### src/rtl/bgnc_pkg.sv
// Shared types, constants and helpers of the binary grid neighbor count block.
package bgnc_pkg;

	// Configuration register indexes
	localparam logic CFG_GRID_ROWS = 1'b0;
	localparam logic CFG_GRID_COLS = 1'b1;

	// Window masks: bit 3*k+j is row j (0 = two above) of the k-th newest column
	localparam logic [8:0] WIN_FULL     = 9'h1FF;
	localparam logic [8:0] WIN_LEFT_TWO = 9'h03F;
	localparam logic [8:0] WIN_LOW_TWO  = 9'h1B6;
	localparam logic [8:0] WIN_CORNER   = 9'h036;

	// Result slots released by one cell, in raster order of their cells
	localparam logic [1:0] RES_UP_LEFT = 2'd0;
	localparam logic [1:0] RES_UP      = 2'd1;
	localparam logic [1:0] RES_LEFT    = 2'd2;
	localparam logic [1:0] RES_SELF    = 2'd3;

	// Work handed from the line-store stage to the result stage
	typedef struct packed {
		logic [8:0] window;
		logic [9:0] row;
		logic [9:0] col;
		logic [3:0] sel;
	} bgnc_load_t;

	function automatic logic [3:0] bgnc_popcount(input logic [8:0] v);
		logic [3:0] n;
		n = '0;
		for (int i = 0; i < 9; i++) begin
			n = n + 4'(v[i]);
		end
		return n;
	endfunction

endpackage

### src/rtl/bgnc_line_store.sv
// Line store: two previous rows, one 2-bit entry per column, registered read.
module bgnc_line_store #(
	parameter int DEPTH = 1024,
	parameter int AW    = 10
) (
	input  logic          clk,
	input  logic          rd_en,
	input  logic [AW-1:0] rd_addr,
	output logic [1:0]    rd_data,
	input  logic          wr_en,
	input  logic [AW-1:0] wr_addr,
	input  logic [1:0]    wr_data
);

	// Entry: bit 1 row two above, bit 0 row one above
	logic [1:0] mem [DEPTH];

	// Write port
	always_ff @(posedge clk) begin
		if (wr_en) begin
			mem[wr_addr] <= wr_data;
		end
	end

	// Registered read port, old data on a same-cycle write
	always_ff @(posedge clk) begin
		if (rd_en) begin
			rd_data <= mem[rd_addr];
		end
	end

endmodule

### src/rtl/bgnc_result_stage.sv
// Result stage: holds the counts one cell releases and sends them one beat at a time.
module bgnc_result_stage (
	input  logic               clk,
	input  logic               arst_n,
	input  logic               load,
	input  bgnc_pkg::bgnc_load_t load_data,
	output logic               free,
	output logic               tvalid,
	input  logic               tready,
	output logic [23:0]        tdata,  // cell_row [9:0], cell_col [19:10], window_count [23:20]
	output logic               tlast   // frame_last
);
	import bgnc_pkg::*;

	logic [3:0] pend_q;
	logic [9:0] row_q;
	logic [9:0] col_q;
	logic [3:0] cnt_q [4];
	logic [1:0] pick;
	logic       beat;
	logic [9:0] out_row;
	logic [9:0] out_col;

	// Pick the oldest pending result
	always_comb begin
		if (pend_q[0]) begin
			pick = RES_UP_LEFT;
		end else if (pend_q[1]) begin
			pick = RES_UP;
		end else if (pend_q[2]) begin
			pick = RES_LEFT;
		end else begin
			pick = RES_SELF;
		end
	end

	assign beat   = tvalid && tready;
	assign tvalid = |pend_q;
	assign free   = (pend_q == 4'b0000) || ($onehot(pend_q) && tready);

	// Row above for the first two slots, left column for the even slots
	assign out_row = (pick == RES_UP_LEFT || pick == RES_UP) ? row_q - 10'd1 : row_q;
	assign out_col = (pick == RES_UP_LEFT || pick == RES_LEFT) ? col_q - 10'd1 : col_q;
	assign tdata   = {cnt_q[pick], out_col, out_row};
	assign tlast   = (pick == RES_SELF);

	// Pending flags: load a new set, drop each slot as it is sent
	always_ff @(posedge clk or negedge arst_n) begin
		if (!arst_n) begin
			pend_q <= '0;
		end else if (load) begin
			pend_q <= load_data.sel;
		end else if (beat) begin
			pend_q[pick] <= 1'b0;
		end
	end

	// Counts of the clipped windows, worked out once per cell
	always_ff @(posedge clk) begin
		if (load) begin
			row_q    <= load_data.row;
			col_q    <= load_data.col;
			cnt_q[0] <= bgnc_popcount(load_data.window & WIN_FULL);
			cnt_q[1] <= bgnc_popcount(load_data.window & WIN_LEFT_TWO);
			cnt_q[2] <= bgnc_popcount(load_data.window & WIN_LOW_TWO);
			cnt_q[3] <= bgnc_popcount(load_data.window & WIN_CORNER);
		end
	end

`ifndef NO_ASSERTIONS
	// A new set never overwrites results still waiting
	assert property (@(posedge clk) disable iff (!arst_n)
		load |-> (pend_q == 4'b0000) || ($onehot(pend_q) && beat))
		else $error("result set loaded over pending results");

	// The frame's final beat is always the last of its set
	assert property (@(posedge clk) disable iff (!arst_n)
		tvalid && tlast |-> pend_q == 4'b1000)
		else $error("frame end sent ahead of other results");
`endif

endmodule

### src/rtl/binary_grid_neighbour_count.sv
// Binary grid neighbor count: one cell per cycle in raster order, and for each cell the
// number of set cells in its edge-clipped 3x3 window, tagged with row and column. The
// input stalls while results wait on the output; a cell that releases several results
// (the last column and the last row) holds the input until all but its last result are
// sent, since the result stage has a single output beat per cycle. The line store is read
// when a cell is taken and written back when the cell leaves stage one; its results are
// then registered in the result stage. The line store needs no clearing after reset.
module binary_grid_neighbour_count #(
	parameter int MAX_COLS = 1024,
	parameter int MAX_ROWS = 1024
) (
	input  logic        clk,
	input  logic        arst_n,
	input  logic        s_axis_tvalid,
	output logic        s_axis_tready,
	input  logic [7:0]  s_axis_tdata,   // cell_set [0], zeros [7:1]
	output logic        m_axis_tvalid,
	input  logic        m_axis_tready,
	output logic [23:0] m_axis_tdata,   // cell_row [9:0], cell_col [19:10], window_count [23:20]
	output logic        m_axis_tlast,   // frame_last
	input  logic        cfg_valid,
	output logic        cfg_ready,
	input  logic        cfg_index,
	input  logic [10:0] cfg_data
);
	import bgnc_pkg::*;

	localparam int CW = (MAX_COLS > 1) ? $clog2(MAX_COLS) : 1;
	localparam int RW = (MAX_ROWS > 1) ? $clog2(MAX_ROWS) : 1;

	logic [10:0]   grid_rows_q;
	logic [10:0]   grid_cols_q;
	logic [RW:0]   rows_eff;
	logic [CW:0]   cols_eff;
	logic [RW-1:0] row_q;
	logic [CW-1:0] col_q;
	logic          last_row;
	logic          last_col;
	logic          s_accept;

	logic          s1_valid_q;
	logic          bit_s1;
	logic [CW-1:0] addr_s1;
	logic [9:0]    row_s1;
	logic [9:0]    col_s1;
	logic          rge1_s1;
	logic          rge2_s1;
	logic          c0_s1;
	logic          lr_s1;
	logic          lc_s1;
	logic          fwd_s1;
	logic [1:0]    fwd_data_s1;
	logic          s1_fire;

	logic [1:0]    rd_data;
	logic [1:0]    entry;
	logic [1:0]    wr_data;
	logic [2:0]    col3;
	logic [8:0]    window_q;
	logic [8:0]    window_next;
	logic          res_free;
	bgnc_load_t    load_data;

	// Configuration registers, always ready
	assign cfg_ready = 1'b1;

	always_ff @(posedge clk or negedge arst_n) begin
		if (!arst_n) begin
			grid_rows_q <= 11'd1024;
			grid_cols_q <= 11'd1024;
		end else if (cfg_valid && cfg_ready) begin
			case (cfg_index)
				CFG_GRID_ROWS: grid_rows_q <= cfg_data;
				CFG_GRID_COLS: grid_cols_q <= cfg_data;
				default: ;
			endcase
		end
	end

	// Clamp grid size to 1..MAX
	always_comb begin
		if (grid_rows_q == 11'd0) begin
			rows_eff = (RW+1)'(1);
		end else if (32'(grid_rows_q) > MAX_ROWS) begin
			rows_eff = (RW+1)'(MAX_ROWS);
		end else begin
			rows_eff = (RW+1)'(grid_rows_q);
		end
		if (grid_cols_q == 11'd0) begin
			cols_eff = (CW+1)'(1);
		end else if (32'(grid_cols_q) > MAX_COLS) begin
			cols_eff = (CW+1)'(MAX_COLS);
		end else begin
			cols_eff = (CW+1)'(grid_cols_q);
		end
	end

	assign last_row = ({1'b0, row_q} + (RW+1)'(1)) >= rows_eff;
	assign last_col = ({1'b0, col_q} + (CW+1)'(1)) >= cols_eff;

	// Take a cell when stage one is empty or moving on
	assign s1_fire       = s1_valid_q && res_free;
	assign s_axis_tready = !s1_valid_q || s1_fire;
	assign s_accept      = s_axis_tvalid && s_axis_tready;

	// Raster position counters
	always_ff @(posedge clk or negedge arst_n) begin
		if (!arst_n) begin
			row_q <= '0;
			col_q <= '0;
		end else if (s_accept) begin
			if (last_col) begin
				col_q <= '0;
				row_q <= last_row ? '0 : row_q + RW'(1);
			end else begin
				col_q <= col_q + CW'(1);
			end
		end
	end

	// Stage one control
	always_ff @(posedge clk or negedge arst_n) begin
		if (!arst_n) begin
			s1_valid_q <= 1'b0;
			fwd_s1     <= 1'b0;
		end else if (s_accept) begin
			s1_valid_q <= 1'b1;
			fwd_s1     <= s1_fire && (addr_s1 == col_q);
		end else if (s1_fire) begin
			s1_valid_q <= 1'b0;
			fwd_s1     <= 1'b0;
		end
	end

	// Stage one payload
	always_ff @(posedge clk) begin
		if (s_accept) begin
			bit_s1      <= s_axis_tdata[0];
			addr_s1     <= col_q;
			row_s1      <= 10'(row_q);
			col_s1      <= 10'(col_q);
			rge1_s1     <= (row_q != '0);
			rge2_s1     <= (row_q > RW'(1)) && (RW > 1 || row_q != '0);
			c0_s1       <= (col_q == '0);
			lr_s1       <= last_row;
			lc_s1       <= last_col;
			fwd_data_s1 <= wr_data;
		end
	end

	// Bypass a write to the same column made as this cell was read
	assign entry   = fwd_s1 ? fwd_data_s1 : rd_data;
	assign wr_data = {entry[0], bit_s1};

	bgnc_line_store #(
		.DEPTH (MAX_COLS),
		.AW    (CW)
	) u_line_store (
		.clk     (clk),
		.rd_en   (s_accept),
		.rd_addr (col_q),
		.rd_data (rd_data),
		.wr_en   (s1_fire),
		.wr_addr (addr_s1),
		.wr_data (wr_data)
	);

	// Shift the new column into the window; rows above the grid read as zero
	assign col3        = {bit_s1, entry[0] & rge1_s1, entry[1] & rge2_s1};
	assign window_next = c0_s1 ? {6'd0, col3} : {window_q[5:0], col3};

	always_ff @(posedge clk or negedge arst_n) begin
		if (!arst_n) begin
			window_q <= '0;
		end else if (s1_fire) begin
			window_q <= window_next;
		end
	end

	// Results this cell releases
	always_comb begin
		load_data.window       = window_next;
		load_data.row          = row_s1;
		load_data.col          = col_s1;
		load_data.sel[RES_UP_LEFT] = rge1_s1 && !c0_s1;
		load_data.sel[RES_UP]      = rge1_s1 && lc_s1;
		load_data.sel[RES_LEFT]    = lr_s1 && !c0_s1;
		load_data.sel[RES_SELF]    = lr_s1 && lc_s1;
	end

	bgnc_result_stage u_result_stage (
		.clk       (clk),
		.arst_n    (arst_n),
		.load      (s1_fire),
		.load_data (load_data),
		.free      (res_free),
		.tvalid    (m_axis_tvalid),
		.tready    (m_axis_tready),
		.tdata     (m_axis_tdata),
		.tlast     (m_axis_tlast)
	);

`ifndef NO_ASSERTIONS
	// Stage one only waits behind results still going out
	assert property (@(posedge clk) disable iff (!arst_n)
		s1_valid_q && !s1_fire |-> m_axis_tvalid)
		else $error("stage one stalled with no result pending");

	// A bypass only serves a cell that is in stage one
	assert property (@(posedge clk) disable iff (!arst_n)
		fwd_s1 |-> s1_valid_q)
		else $error("bypass flag set with stage one empty");

	// A taken cell always lands in stage one
	assert property (@(posedge clk) disable iff (!arst_n)
		s_accept |=> s1_valid_q)
		else $error("accepted cell lost before stage one");

	// Columns wrap only at the last column
	assert property (@(posedge clk) disable iff (!arst_n)
		s_accept && !last_col |=> col_q == $past(col_q) + CW'(1))
		else $error("column counter skipped");
`endif

endmodule
### config.mk
export PLATFORM = sky130hd
export DESIGN_NAME = binary_grid_neighbour_count
export DESIGN_NICKNAME = d
export VERILOG_FILES = /design/src/rtl/bgnc_pkg.sv /design/src/rtl/bgnc_line_store.sv /design/src/rtl/bgnc_result_stage.sv /design/src/rtl/binary_grid_neighbour_count.sv
export SDC_FILE = /design/constraint.sdc
export NUM_CORES = 2
export LEC_CHECK = 0
export BUFFER_PORTS_ARGS = -buffer_cell sky130_fd_sc_hd__buf_4
export CAP_MARGIN = 10
export CORE_MARGIN = 2
export CORE_UTILIZATION = 57
export DETAILED_ROUTE_END_ITERATION = 10
export PLACE_DENSITY = 0.73
export SYNTH_ARGS = -nofsm -noshare
export SYNTH_HDL_FRONTEND = slang
export SYNTH_HIERARCHICAL = 1
export SYNTH_SLANG_ARGS = --single-unit
### constraint.sdc
create_clock -name clk -period 48.1 [get_ports clk]
set_clock_uncertainty 0.15 [all_clocks]
set_input_delay 9.62 -clock clk [delete_from_list [all_inputs] [get_ports clk]]
set_output_delay 9.62 -clock clk [all_outputs]
set_load 0.1 [all_outputs]
[Word-level counts from Yosys, hierarchy flattened]
Memory sizes are Yosys's and may differ from the RTL's. A register that Yosys moved wholly into a read port is not among the register bits.
Index checks and enable logic that the tools add are counted.
Operators by class
  multiplexer cells: 22
  order comparisons: 7
  add/subtract/negate cells: 22
  reductions and logical operators: 28
  eq/ne operators: 5
  bitwise operators: 5
Operator list (number)
  $mux W11: 4
  $mux W10: 4
  $add A4 B1 Y4: 9
  $add A10 B1 Y11 const B: 2
  $ge A11 B11 Y1: 2
  $gt A11 B11 Y1 const B: 2
  $logic_not A11 Y1: 2
  $add A10 B1 Y10 const B: 2
  $sub A10 B1 Y10 const B: 2
  $eq A10 B10 Y1: 1
  $gt A10 B1 Y1 const B: 1
  $logic_and A1 B1 Y1: 10
  $logic_not A10 Y1: 1
  $reduce_bool A10 Y1: 1
  $mux W9: 1
  $add A1 B1 Y2: 4
  $mux W4: 2
  $mux W1: 7
  $add A2 B1 Y3: 2
  $mux W2: 3
  $reduce_and A2 Y1: 3
  $and A4 B4 Y4: 1
  $eq A2 B2 Y1 const B: 2
  $logic_not A4 Y1: 1
  14 further kinds: 20
Word-level totals
  RAM bits: 2064
  output and inout port bits: 28
  input port bits: 25
  register bits after elaboration: 102
  memories kept: 2
Memory list
  u_line_store.mem: words 1024, bits a word 2, rd ports 1, clocked after Yosys merged registers in 1, write ports 1, RTL line bgnc_line_store.sv:16  | logic [1:0] mem [DEPTH];
  u_result_stage.cnt_q: words 4, bits a word 4, rd ports 1, clocked after Yosys merged registers in 0, write ports 4, RTL line bgnc_result_stage.sv:18  | logic [3:0] cnt_q [4];

[Longest topological paths before layout]
  depth after elaboration: 11
  mapped depth: 15

[Cells and area by module]
The synthesis kept the hierarchy.
By module, submodules not included
  bgnc_line_store: times used 1, area an instance 83777.8 µm², cells an instance 4793, sequential area each 61559.0 µm²
  binary_grid_neighbour_count: times used 1, area an instance 4098.9 µm², cells an instance 368, sequential area each 2094.5 µm²
  bgnc_result_stage: times used 1, area an instance 2113.3 µm², cells an instance 159, sequential area each 1121.1 µm²

[Worst setup path after synthesis]
No wires, ideal clock.
  path kind: input to output
  start: input port m_axis_tready
  end: output port s_axis_tready
  data arrival time: 10602 ps
  data required time: 38330 ps
  path slack: 27728 ps
  stages on the path: 3
  path buffers: 0
  path through: nand4_1 -> nand2_1 -> nand2b_1
On the way
  word-level cells in the longest chain between the ends: 4
RTL lines
  from (decl): RTL line binary_grid_neighbour_count.sv:18  | input logic m_axis_tready,
  $logic_and A1 B1 Y1: RTL line bgnc_result_stage.sv:39  | assign free = (pend_q == 4'b0000) || ($onehot(pend_q) && tready);
  $logic_or A1 B1 Y1: RTL line bgnc_result_stage.sv:39
  named net res_free: RTL line binary_grid_neighbour_count.sv:61  | logic res_free;
  $logic_and A1 B1 Y1: RTL line binary_grid_neighbour_count.sv:102  | assign s1_fire = s1_valid_q && res_free;
  $logic_or A1 B1 Y1: RTL line binary_grid_neighbour_count.sv:103  | assign s_axis_tready = !s1_valid_q || s1_fire;
  to (decl): RTL line binary_grid_neighbour_count.sv:15  | output logic s_axis_tready,
The timed path passes the listed nets, and every way through them passes these cells.

[Final worst setup path]
Ends and elaborated chain as after synthesis.

==> impl_results.html <==
<table>
<tr><th>Metric</th><th>Value</th></tr>
<tr><th colspan="2">Status</th></tr>
<tr><td>Run status</td><td>complete, no violations</td></tr>
<tr><th colspan="2">Worst setup path</th></tr>
<tr><td>Element type at the critical path start</td><td>primary input</td></tr>
<tr><td>Critical-path top delay cell</td><td>sky130_fd_sc_hd__buf_4</td></tr>
<tr><td>Worst path cell trace</td><td>buf_4, nand4_1, nand2_1, nand2b_1, buf_4</td></tr>
<tr><td>Maximum cell stage delay along the critical path</td><td>0.32 ns</td></tr>
<tr><td>Maximum fanout encountered on the critical timing path</td><td>6</td></tr>
<tr><td>Slack of the worst reg-to-reg path</td><td>41.59 ns</td></tr>
<tr><td>Crit-path most repeated cell</td><td>sky130_fd_sc_hd__buf_4</td></tr>
<tr><td>Required time reported for the critical path endpoint</td><td>38.33 ns</td></tr>
<tr><td>Kind of cell adding the most delay to the critical path</td><td>buffers and inverters</td></tr>
<tr><td>Depth of the worst register-to-register path</td><td>11</td></tr>
<tr><td>Critical path startpoint</td><td>m_axis_tready</td></tr>
<tr><td>Setup crit end kind</td><td>output port</td></tr>
<tr><td>Combined buffer and inverter count along the critical path</td><td>2</td></tr>
<tr><td>Capture instance of the worst register-to-register path</td><td>u_line_store/rd_data[0]</td></tr>
<tr><td>Arrival time of data at the critical path endpoint</td><td>10.48 ns</td></tr>
<tr><td>Startpoint of the lowest-slack register-to-register path</td><td>col_q[0]</td></tr>
<tr><td>WS Path Type</td><td>in -&gt; out</td></tr>
<tr><th colspan="2">Power</th></tr>
<tr><td>Cell Pwr Density</td><td>57.1 mW/mm2</td></tr>
<tr><td>Overall power after layout</td><td>5.62 mW</td></tr>
<tr><td>P_leak</td><td>30.1 nW</td></tr>
<tr><td>IR drop worst, VDD</td><td>0.0760 mV</td></tr>
<tr><th colspan="2">Die</th></tr>
<tr><td>Core area</td><td>0.157 mm2</td></tr>
<tr><td>Die extent in y</td><td>401 um</td></tr>
<tr><td>Row cnt</td><td>145</td></tr>
<tr><td>Floorplan die area</td><td>0.161 mm2</td></tr>
<tr><td>Count of boundary I/O pins</td><td>53</td></tr>
<tr><td>Effective utilization at floorplan</td><td>0.575</td></tr>
<tr><td>Die boundary width</td><td>401 um</td></tr>
<tr><th colspan="2">STA</th></tr>
<tr><td>Final Cycle Share</td><td>0.421</td></tr>
<tr><td>Worst-Margin Slew</td><td>1.28 ns</td></tr>
<tr><td>Maximum clock frequency</td><td>49.4 MHz</td></tr>
<tr><td>Headroom to the max-slew limit</td><td>0.137</td></tr>
<tr><td>Number of endpoints failing setup at the final stage</td><td>0</td></tr>
<tr><td>Setup repair after global routing missed its margin</td><td>no</td></tr>
<tr><td>Post-layout minimum cycle time</td><td>20.25 ns</td></tr>
<tr><td>Final Hold Viols</td><td>0</td></tr>
<tr><td>Count of pins over their slew limit</td><td>0</td></tr>
<tr><td>Total Neg Setup Slack</td><td>0 ns</td></tr>
<tr><th colspan="2">Clocking</th></tr>
<tr><td>Resize count post-CTS</td><td>0</td></tr>
<tr><td>Clk buf depth</td><td>3</td></tr>
<tr><td>Clock root buffer</td><td>sky130_fd_sc_hd__clkbuf_16</td></tr>
<tr><td>Clk pin slew, worst setup/hold paths</td><td>0.06 ns</td></tr>
<tr><td>CTS Sinks</td><td>2166</td></tr>
<tr><td>Post-CTS Hold Fix Bufs</td><td>0</td></tr>
<tr><td>TritonCTS buffer count</td><td>203</td></tr>
<tr><td>Clock network latency to the later pin of the worst-skew pair</td><td>0.83 ns</td></tr>
<tr><td>CTS tree</td><td>built</td></tr>
<tr><td>Number of levels the H-tree was split into</td><td>4</td></tr>
<tr><td>Post-CTS Setup Repair Bufs</td><td>0</td></tr>
<tr><th colspan="2">Yosys</th></tr>
<tr><td>Post-synth EDFFs</td><td>2112</td></tr>
<tr><td>Netlist area before placement</td><td>0.0900 mm2</td></tr>
<tr><td>Share of synthesized flip-flops with an asynchronous set or reset</td><td>0.0249</td></tr>
<tr><td>Leading cell types by total area after synthesis</td><td>sky130_fd_sc_hd__edfxtp_1, sky130_fd_sc_hd__mux4_2, sky130_fd_sc_hd__nor2_1</td></tr>
<tr><td>Synthesized Nets</td><td>5394</td></tr>
<tr><td>Share of synthesized area occupied by flip-flops and latches</td><td>0.720</td></tr>
<tr><td>Flops &amp; latches, synth</td><td>2166</td></tr>
<tr><td>Number of distinct library cells after synthesis</td><td>91</td></tr>
<tr><td>Post-synthesis cell count</td><td>5320</td></tr>
<tr><td>Syn_area_per_cell</td><td>16.9 um2</td></tr>
<tr><td>Most instantiated flip-flop cell in the synthesis netlist</td><td>sky130_fd_sc_hd__edfxtp_1</td></tr>
<tr><td>Number of warning messages in the yosys log</td><td>6</td></tr>
<tr><td>Top cell type's share of synthesized area</td><td>0.705</td></tr>
<tr><td>Cell type with the largest total area after synthesis</td><td>sky130_fd_sc_hd__edfxtp_1</td></tr>
<tr><th colspan="2">Cells and area</th></tr>
<tr><td>Combined flip-flop and latch cell area</td><td>0.0648 mm2</td></tr>
<tr><td>Ratio of cells with drive above 1 in the final layout</td><td>0.180</td></tr>
<tr><td>Multi-input combinational cell area</td><td>0.0233 mm2</td></tr>
<tr><td>Layout area overhead</td><td>9.39%</td></tr>
<tr><td>Number of nets in the finished design</td><td>5338</td></tr>
<tr><td>Number of fill cells in the layout</td><td>10773</td></tr>
<tr><th colspan="2">Placement</th></tr>
<tr><td>Placed wire-length estimate</td><td>125 mm</td></tr>
<tr><td>Global placer's final weighted congestion</td><td>0.846</td></tr>
<tr><td>Number of buffer cells added on primary ports</td><td>44</td></tr>
<tr><th colspan="2">Job</th></tr>
<tr><td>Max_cap viols</td><td>0</td></tr>
<tr><th colspan="2">Global routing</th></tr>
<tr><td>First-pass GRT wire length</td><td>332 mm</td></tr>
<tr><td>Met3 Resource Use GR</td><td>0.0678</td></tr>
<tr><td>Global-route layer with the greatest usage</td><td>met2</td></tr>
<tr><td>Number of antenna violations at the first check in global routing</td><td>6</td></tr>
<tr><td>Pin count of the biggest net entering global routing</td><td>263</td></tr>
<tr><td>Routing usage on met1</td><td>0.384</td></tr>
<tr><td>Final global-route overflow total</td><td>0</td></tr>
<tr><td>Met2 usage in global routing</td><td>0.458</td></tr>
<tr><td>Via count of the first global-routing pass</td><td>49694</td></tr>
<tr><td>Global router's overall resource usage</td><td>0.286</td></tr>
<tr><th colspan="2">Hold path</th></tr>
<tr><td>Worst Hold End</td><td>u_result_stage/row_q[1]</td></tr>
<tr><td>Type of the most critical hold path</td><td>reg -&gt; reg</td></tr>
<tr><td>Worst hold stages</td><td>0</td></tr>
<tr><td>Startpoint of the lowest-slack hold path</td><td>row_s1[1]</td></tr>
<tr><th colspan="2">Drt</th></tr>
<tr><td>Drt pass-1 iters</td><td>9</td></tr>
<tr><td># DRC</td><td>0</td></tr>
<tr><td>Vias</td><td>49790</td></tr>
<tr><td>Initial drt markers</td><td>6891</td></tr>
<tr><td>Post-DR wirelength/cell</td><td>30.7 um</td></tr>
<tr><td>Routed Antenna Nets</td><td>0</td></tr>
<tr><td>Drt total wl</td><td>230 mm</td></tr>
<tr><td>Routed vias/inst</td><td>6.64</td></tr>
</table>
## cells by family after synthesis
kind of cell	after synthesis	synth area share
other	1	0.0000417
adders and majority gates	49	0.00756
DFF	2166	0.720
AOI/OAI and AO/OA	429	0.0329
buffers and inverters	455	0.0255
muxes	698	0.141
xor gates and xnor gates	43	0.00419
and+or+nand+nor	1479	0.0690
## synthesized netlist by cell type, drive strengths merged (14+ instances only)
library cell	count
a21oi	84
a221oi	14
a22o	14
a22oi	45
buf	160
clkbuf	250
dfrtp	52
edfxtp	2112
ha	40
inv	43
mux2	38
mux2i	208
mux4	452
nand2	152
nand2b	19
nand3	51
nand4	17
nor2	1070
nor2b	30
nor3	52
nor4	21
o21ai	73
o221ai	84
o22ai	47
xnor2	22
xor2	21
## worst max path at each step
stage,end,slack [ns],cells past startpoint
after floorplan,s_axis_tready,27.73,3
after global placement,s_axis_tready,27.83,5
after detailed placement,s_axis_tready,27.84,5
after CTS,s_axis_tready,27.84,5
after global routing,s_axis_tready,27.81,5
final,s_axis_tready,27.85,5
## state kept, by name, summed over array words and instances (netlist names), 6 cells and up
name	flops
col_s1	10
u_line_store/mem	2048
window_q	6
u_result_stage/row_q	10
col_q	10
grid_rows_q	11
row_q	10
row_s1	10
grid_cols_q	11
u_result_stage/cnt_q	14
u_result_stage/col_q	10
## metrics by stage
stage	setup WS (ns)	utilization	instance area (um2)	std cells	hold slack [ns]
2_1_floorplan	27.73	-	90000	5320	0.250
3_3_place_gp	27.83	0.587	92000	7110	0.253
3_5_place_dp	27.84	0.588	92000	7111	0.255
4_1_cts	27.84	0.628	98300	7485	0.269
5_1_grt	27.81	0.629	98400	7491	0.274
6_report	27.85	0.629	98400	7496	0.267
## layout by cell type (no fill, tap or decap), types with 18 or more instances in the layout
cell type                   instances
sky130_fd_sc_hd__mux4_2           452
sky130_fd_sc_hd__inv_1             39
sky130_fd_sc_hd__o21ai_0           66
sky130_fd_sc_hd__nand2_1          145
sky130_fd_sc_hd__o22ai_1           47
sky130_fd_sc_hd__mux2i_1          208
sky130_fd_sc_hd__clkinv_1          60
sky130_fd_sc_hd__o221ai_1          83
sky130_fd_sc_hd__a22oi_1           45
sky130_fd_sc_hd__nor3_1            52
sky130_fd_sc_hd__mux2_2            35
sky130_fd_sc_hd__xor2_1            21
sky130_fd_sc_hd__clkbuf_16        210
sky130_fd_sc_hd__nor2b_1           25
sky130_fd_sc_hd__buf_4            136
sky130_fd_sc_hd__xnor2_1           22
sky130_fd_sc_hd__a21oi_1           83
sky130_fd_sc_hd__edfxtp_1        2112
sky130_fd_sc_hd__clkbuf_1          51
sky130_fd_sc_hd__nand3_1           24
sky130_fd_sc_hd__nor2_1          1065
sky130_fd_sc_hd__nand2b_1          18
sky130_fd_sc_hd__ha_1              40
sky130_fd_sc_hd__nor4_1            20
sky130_fd_sc_hd__clkinv_2          36
sky130_fd_sc_hd__dfrtp_1           47
sky130_fd_sc_hd__nand3_4           21
## per-layer routing
layer,vias up,share of wire,wire (um)
li1,20622,-,-
met1,25621,0.36,82400
met2,3043,0.49,112000
met3,500,0.12,27000
met4,4,0.039,9000
met5,-,0.00012,27
## power by group
group | internal (mW) | switching (mW) | leakage, nW
sequential | 2.34 | 0.0708 | 19.6
combinational | 0.567 | 1.11 | 7.35
clock | 0.856 | 0.673 | 3.07
total | 3.77 | 1.85 | 30.1
## area by class of cell
cell class                      count  share of cell area
Tap cell                         2058              0.0262
Multi-Input combinational cell   2699               0.236
Antenna cell                        5            0.000127
Inverter                           45             0.00178
Clock buffer                      263              0.0556
Sequential cell                  2166               0.658
Clock inverter                    111             0.00824
Timing Repair Buffer              149              0.0134
Note: power is estimated with default switching activity, not from simulation.
